**config.mk**
```make
export PLATFORM = sky130hd
export DESIGN_NAME = checksummed_frame_extractor
export DESIGN_NICKNAME = d
export VERILOG_FILES = /design/src/rtl/cfe_pkg.sv /design/src/rtl/checksummed_frame_extractor.sv /design/src/rtl/cfe_datapath.sv /design/src/rtl/cfe_control.sv
export SDC_FILE = /design/constraint.sdc
export NUM_CORES = 1
export LEC_CHECK = 0
export BUFFER_PORTS_ARGS = -buffer_cell sky130_fd_sc_hd__buf_2
export CAP_MARGIN = 20
export CORE_MARGIN = 4
export CORE_UTILIZATION = 45
export DETAILED_ROUTE_END_ITERATION = 10
export GPL_TIMING_DRIVEN = 1
export MAX_ROUTING_LAYER = met4
export PLACE_DENSITY = 0.65
export SYNTH_ARGS = -nofsm -noshare
export SYNTH_HDL_FRONTEND = slang
export SYNTH_SLANG_ARGS = --single-unit
```
**constraint.sdc**
```tcl
create_clock -name clk -period 54.6 [get_ports clk]
set_input_delay 5.46 -clock clk [delete_from_list [all_inputs] [get_ports clk]]
set_output_delay 5.46 -clock clk [all_outputs]
set_load 0.01 [all_outputs]
```
**src/rtl/cfe_pkg.sv**
```systemverilog
`default_nettype none
package cfe_pkg;

	localparam int BYTE_W = 8;
	localparam int IDX_W  = 5;
	localparam int VAL_W  = 16;

	// controller to datapath
	typedef struct packed {
		logic load;        // input transaction accepted
		logic advance;     // result transaction accepted, move snapshot on
		logic word_phase;  // current result is a word field
	} cfe_cmd_t;

	// datapath to controller
	typedef struct packed {
		logic hit;         // accepted byte completes the first valid frame
	} cfe_status_t;

endpackage
`default_nettype wire

```
**src/rtl/checksummed_frame_extractor.sv**
```systemverilog
// latency: first result is offered the cycle after the input transaction that completes a frame
// throughput: one byte per cycle when no frame is found; a found frame holds the input until
//   all WORD_FIELDS + BYTE_FIELDS results (29 by default) are accepted, as counted by the field counter
// reset: arst_n asynchronous active low; clears window, running sum, fill count, taken flag,
//   start marker and controller; no clearing pass is needed
`default_nettype none
module checksummed_frame_extractor #(
	parameter int FRAME_BYTES = 48,
	parameter int WORD_FIELDS = 16,
	parameter int BYTE_FIELDS = 13
) (
	input  wire logic                        clk,
	input  wire logic                        arst_n,
	// configuration: start marker
	input  wire logic                        cfg_wr_en,
	input  wire logic [cfe_pkg::BYTE_W-1:0]  cfg_wr_data,
	// input channel
	input  wire logic                        in_valid,
	output logic                             in_stall,
	input  wire logic [cfe_pkg::BYTE_W-1:0]  data_byte,
	input  wire logic                        buffer_end,
	// result channel
	output logic                             out_valid,
	input  wire logic                        out_stall,
	output logic      [cfe_pkg::IDX_W-1:0]   field_index,
	output logic      [cfe_pkg::VAL_W-1:0]   field_value,
	output logic                             last_field
);
	import cfe_pkg::*;

	cfe_cmd_t    cmd;
	cfe_status_t status;

	// sequencer: idles taking bytes, then walks the field counter over one frame
	cfe_control #(
		.WORD_FIELDS (WORD_FIELDS),
		.BYTE_FIELDS (BYTE_FIELDS)
	) u_ctrl (
		.clk         (clk),
		.arst_n      (arst_n),
		.in_valid    (in_valid),
		.in_stall    (in_stall),
		.out_valid   (out_valid),
		.out_stall   (out_stall),
		.field_index (field_index),
		.last_field  (last_field),
		.status      (status),
		.cmd         (cmd)
	);

	// sliding window, running sum, frame check and the snapshot that feeds the results
	cfe_datapath #(
		.FRAME_BYTES (FRAME_BYTES),
		.WORD_FIELDS (WORD_FIELDS),
		.BYTE_FIELDS (BYTE_FIELDS)
	) u_dp (
		.clk         (clk),
		.arst_n      (arst_n),
		.cfg_wr_en   (cfg_wr_en),
		.cfg_wr_data (cfg_wr_data),
		.data_byte   (data_byte),
		.buffer_end  (buffer_end),
		.cmd         (cmd),
		.status      (status),
		.field_value (field_value)
	);

endmodule
`default_nettype wire

```
**src/rtl/cfe_datapath.sv**
```systemverilog
`default_nettype none
module cfe_datapath #(
	parameter int FRAME_BYTES = 48,
	parameter int WORD_FIELDS = 16,
	parameter int BYTE_FIELDS = 13
) (
	input  wire logic                          clk,
	input  wire logic                          arst_n,
	input  wire logic                          cfg_wr_en,
	input  wire logic [cfe_pkg::BYTE_W-1:0]    cfg_wr_data,
	input  wire logic [cfe_pkg::BYTE_W-1:0]    data_byte,
	input  wire logic                          buffer_end,
	input  wire cfe_pkg::cfe_cmd_t             cmd,
	output cfe_pkg::cfe_status_t               status,
	output logic      [cfe_pkg::VAL_W-1:0]     field_value
);
	import cfe_pkg::*;

	localparam int FILL_W   = $clog2(FRAME_BYTES + 1);
	localparam int SNAP_LEN = 2 * WORD_FIELDS + 1 + BYTE_FIELDS;

	logic [BYTE_W-1:0] marker_q;
	logic [BYTE_W-1:0] win_q    [FRAME_BYTES];
	logic [BYTE_W-1:0] win_next [FRAME_BYTES];
	logic [BYTE_W-1:0] snap_q   [SNAP_LEN];
	logic [BYTE_W-1:0] sum_q;
	logic [BYTE_W-1:0] sum_next;
	logic [FILL_W-1:0] fill_q;
	logic [FILL_W-1:0] fill_next;
	logic              taken_q;

	// window after the incoming byte is shifted in
	always_comb begin
		for (int j = 0; j < FRAME_BYTES - 1; j++) begin
			win_next[j] = win_q[j + 1];
		end
		win_next[FRAME_BYTES-1] = data_byte;
	end

	assign sum_next  = sum_q - win_q[0] + win_q[FRAME_BYTES-1];
	assign fill_next = (fill_q == FILL_W'(FRAME_BYTES)) ? fill_q : fill_q + FILL_W'(1);

	assign status.hit = (fill_next == FILL_W'(FRAME_BYTES)) && !taken_q &&
		(win_next[0] == marker_q) && (sum_next == data_byte);

	always_ff @(posedge clk or negedge arst_n) begin
		if (!arst_n) begin
			marker_q <= '0;
		end else if (cfg_wr_en) begin
			marker_q <= cfg_wr_data;
		end
	end

	always_ff @(posedge clk or negedge arst_n) begin
		if (!arst_n) begin
			for (int j = 0; j < FRAME_BYTES; j++) begin
				win_q[j] <= '0;
			end
			sum_q   <= '0;
			fill_q  <= '0;
			taken_q <= 1'b0;
		end else if (cmd.load) begin
			if (buffer_end) begin
				for (int j = 0; j < FRAME_BYTES; j++) begin
					win_q[j] <= '0;
				end
				sum_q   <= '0;
				fill_q  <= '0;
				taken_q <= 1'b0;
			end else begin
				for (int j = 0; j < FRAME_BYTES; j++) begin
					win_q[j] <= win_next[j];
				end
				sum_q   <= sum_next;
				fill_q  <= fill_next;
				taken_q <= taken_q | status.hit;
			end
		end
	end

	// snapshot of window bytes 1 onwards; words leave two bytes at a time
	always_ff @(posedge clk) begin
		if (cmd.load) begin
			for (int i = 0; i < SNAP_LEN; i++) begin
				snap_q[i] <= win_next[i + 1];
			end
		end else if (cmd.advance) begin
			if (cmd.word_phase) begin
				for (int i = 0; i < SNAP_LEN - 2; i++) begin
					snap_q[i] <= snap_q[i + 2];
				end
			end else begin
				for (int i = 0; i < SNAP_LEN - 1; i++) begin
					snap_q[i] <= snap_q[i + 1];
				end
			end
		end
	end

	assign field_value = cmd.word_phase ? {snap_q[0], snap_q[1]}
		: {{(VAL_W-BYTE_W){1'b0}}, snap_q[1]};

endmodule
`default_nettype wire

```
**src/rtl/cfe_control.sv**
```systemverilog
`default_nettype none
module cfe_control #(
	parameter int WORD_FIELDS = 16,
	parameter int BYTE_FIELDS = 13
) (
	input  wire logic                        clk,
	input  wire logic                        arst_n,
	input  wire logic                        in_valid,
	output logic                             in_stall,
	output logic                             out_valid,
	input  wire logic                        out_stall,
	output logic      [cfe_pkg::IDX_W-1:0]   field_index,
	output logic                             last_field,
	input  wire cfe_pkg::cfe_status_t        status,
	output cfe_pkg::cfe_cmd_t                cmd
);
	import cfe_pkg::*;

	localparam int NUM_FIELDS = WORD_FIELDS + BYTE_FIELDS;
	localparam int CNT_W      = $clog2(NUM_FIELDS);

	typedef enum logic [1:0] {
		ST_IDLE = 2'b01,
		ST_EMIT = 2'b10
	} state_t;

	state_t           state_q;
	logic [CNT_W-1:0] cnt_q;
	logic             in_acc;
	logic             out_acc;

	assign in_stall  = (state_q != ST_IDLE);
	assign out_valid = (state_q == ST_EMIT);
	assign in_acc    = in_valid && !in_stall;
	assign out_acc   = out_valid && !out_stall;

	assign field_index = IDX_W'(cnt_q);
	assign last_field  = (cnt_q == CNT_W'(NUM_FIELDS - 1));

	assign cmd.load       = in_acc;
	assign cmd.advance    = out_acc;
	assign cmd.word_phase = (cnt_q < CNT_W'(WORD_FIELDS));

	always_ff @(posedge clk or negedge arst_n) begin
		if (!arst_n) begin
			state_q <= ST_IDLE;
			cnt_q   <= '0;
		end else begin
			case (state_q)
				ST_IDLE: begin
					cnt_q <= '0;
					if (in_acc && status.hit) begin
						state_q <= ST_EMIT;
					end
				end
				ST_EMIT: begin
					if (out_acc) begin
						if (last_field) begin
							state_q <= ST_IDLE;
							cnt_q   <= '0;
						end else begin
							cnt_q <= cnt_q + CNT_W'(1);
						end
					end
				end
				default: begin
					state_q <= ST_IDLE;
					cnt_q   <= '0;
				end
			endcase
		end
	end

endmodule
`default_nettype wire

```
==> flow_summary.toml <==
[setup_path]
cp_max_fo = 61
critPathArrivalTime_ns = 3.52
path_cells = "buf_4 -> buf_4 -> nor2b_1 -> buf_2"
start_kind = "flip-flop"
cp-end-kind = "output pin"
required_ns = 49.14
criticalPathCategory = "flip-flop to output pin"
critPathMostFrequentCell = "buf_4"
critPathSlowestCell = "dfrtp_4"
crit_path_max_incr_delay_ns = 0.99

[final_layout]
final_common_cell = "nand2_1"
stdcell_count = 4491
utilization = 0.501
drive_above_1_share = 0.0661
nNetsFinal = 3419
layout_common_cells = "nand2_1 (942), dfrtp_1 (412), edfxtp_1 (368)"
syn2layout_area_growth_pct = 10.3

[detailed_routing]
via_count = 23513
wl_um = 68500
wl_per_cell_um = 15.3
via_per_inst = 5.24
drt_iter0_drc = 1655
antenna_left = 0
remaining_drc_errors = 0
drt_first_pass_iters = 7

[global_route]
grt_max_degree = 297
antenna_found_initial = 1
grt_pass1_wl_um = 115000
grt_pass1_vias = 22544
global_route.usage.total = 0.171
gr-total-overflow = 0

[clock_network]
cts_hold_buf = 0
cts_tree = "done"
clock_sink_count = 782
clkTransAtPathRegs_ns = 0.06
cts-resized-gates = 0
insertion_delay_ns = 0.65
cts_buffers = 84
root_buffer = "clkbuf_16"
htreeDepth = 3
clock_path_buffers = 3
post-cts-setup-buffers = 0

[floorplan]
die_w_um = 288
coreArea_um2 = 77500
die-area_um2 = 82800
rows = 102
die_h_um = 288
initial_core_util = 0.455
ios = 46

[yosys]
syn_avg_cell_area_um2 = 10.1
yosys_warnings = 0
ys_seq_area_frac = 0.608
synth_cell_types = 55
synthCells = 3482
syn_area_um2 = 35200
async_flop_share = 0.529
ys.flop_type = "dfrtp_1"
ys_ff_latch = 782
synth_nets = 3523
synth-edff-count = 368

[power_and_ir_drop]
p_per_area_nw_per_um2 = 33.9
total_power_mw = 1.32
p_leak_nw = 15.3
peakVddDrop_uv = 26.8

[sta]
clock.fmax_mhz = 111
finalClockSkew_ns = 0.0335
fin_crit_sh = 0.164
fin_crit_ns = 8.98
grt_setup_unrepaired = "no"
finalSetupViolations = 0
setup_ws_ns = 45.62
setup_tns_ns = 0
tightest_slew_ns = 1.42
slew_viol_final = 0
hold_viol = 0
max_slew_margin = 0.0538

[hold_path]
hold_path_class = "flip-flop to flip-flop"

[placement]
gp_congestion = 0.785
io_buffers = 45
post-dp-hpwl_um = 37700
placedCellCount = 4332
dp_slack_ns = 45.45

[outcome]
status = "completed"

[job]
maxCapViolations = 0
## through the flow
step / hold WS [ns] / area, um2
4_1_cts: 0.450 / 38800
5_1_grt: 0.464 / 38800
6_report: 0.447 / 38800
3_3_place_gp: 0.430 / 36000
2_1_floorplan: 0.425 / 35200
3_5_place_dp: 0.435 / 36000
## Yosys cell counts (2+ instances only)
master	number	area (um2)
o21ai_0	305	1530
clkbuf_1	166	623
nand2_1	942	3540
nor4_1	3	18.8
or3_1	3	18.8
nand2b_1	3	18.8
dfrtp_1	413	10300
mux2i_1	275	2750
xnor2_1	25	219
o31ai_1	9	67.6
fa_1	7	140
nand4b_1	2	17.5
buf_4	8	60.1
buf_1	27	101
ha_1	12	150
nor2b_1	11	68.8
nor3_1	6	30.0
nand4_1	4	25.0
nand3_1	102	510
nor2_1	289	1080
a22o_1	4	35.0
mux2_2	8	90.1
xor2_1	2	17.5
edfxtp_1	368	11100
inv_1	36	135
buf_2	61	305
o22ai_1	3	18.8
a21oi_1	282	1410
a22oi_1	80	601
## power by group
| part | switching [mW] | internal [mW] | total, mW |
|---|---|---|---|
| clock network | 0.238 | 0.338 | 0.576 |
| logic | 0.0623 | 0.0330 | 0.0953 |
| registers | 0.00970 | 0.635 | 0.645 |
## worst max-delay path: cells and delay by family, from the launching register on
family,cells,cell delay (ns)
buf+inv,3,1.69
simple gates,1,0.10
flops,1,0.99
## worst paths after layout
kind,start,to,slack [ns],cells after the start
worst max-delay path,u_ctrl.field_index[4],field_value[9],45.62,4
max in group asynchronous,arst_n,u_dp.win_next[266],47.52,3
worst min-delay path,u_dp.win_next[12],u_dp.snap_q[0][364],0.45,0
worst max register to register,u_ctrl.state_q[0],u_dp.snap_q[0][273],50.36,6
worst min register to register,u_dp.win_next[12],u_dp.snap_q[0][364],0.45,0
min in group asynchronous,arst_n,u_dp.win_next[89],4.89,1
## state kept, by name (all words and copies together) (netlist names)
| name | count |
|---|---|
| u_dp.win_q | 8 |
| u_dp.win_next | 376 |
| u_dp.sum_q | 8 |
| u_dp.marker_q | 8 |
| u_dp.snap_q | 368 |
| u_dp.taken_q | 1 |
| u_ctrl.state_q | 2 |
| u_dp.fill_q | 6 |
| u_ctrl.field_index | 5 |
## logic make-up (layout without fill, tap and decap cells)
family	Yosys count	after routing	share of synthesized area
and+or+nand+nor	1375	1375	0.154
DFF	782	782	0.608
AOI/OAI and AO/OA	697	697	0.107
buffers and inverters	299	267	0.0349
muxes	283	283	0.0807
xor gates and xnor gates	27	27	0.00672
adders and majority gates	19	19	0.00824
other	0	1	0
## layout make-up
class | instances | area [um2]
repair buffers | 72 | 513
well taps | 1040 | 1300
inverters | 37 | 151
clock inverters | 34 | 417
flip-flops and latches | 782 | 21400
diodes | 1 | 2.50
multi-input cells | 2401 | 12600
clock buffers | 124 | 2440
fillers | 7067 | 38600
## metal layers
| layer | global-route usage | share of wire |
|---|---|---|
| met1 | 0.237 | 0.48 |
| met2 | 0.268 | 0.46 |
| met3 | 0.0276 | 0.044 |
| met4 | 0.0432 | 0.017 |
| met5 | - | 0 |
No activity file was read; power rests on OpenSTA's default activity.
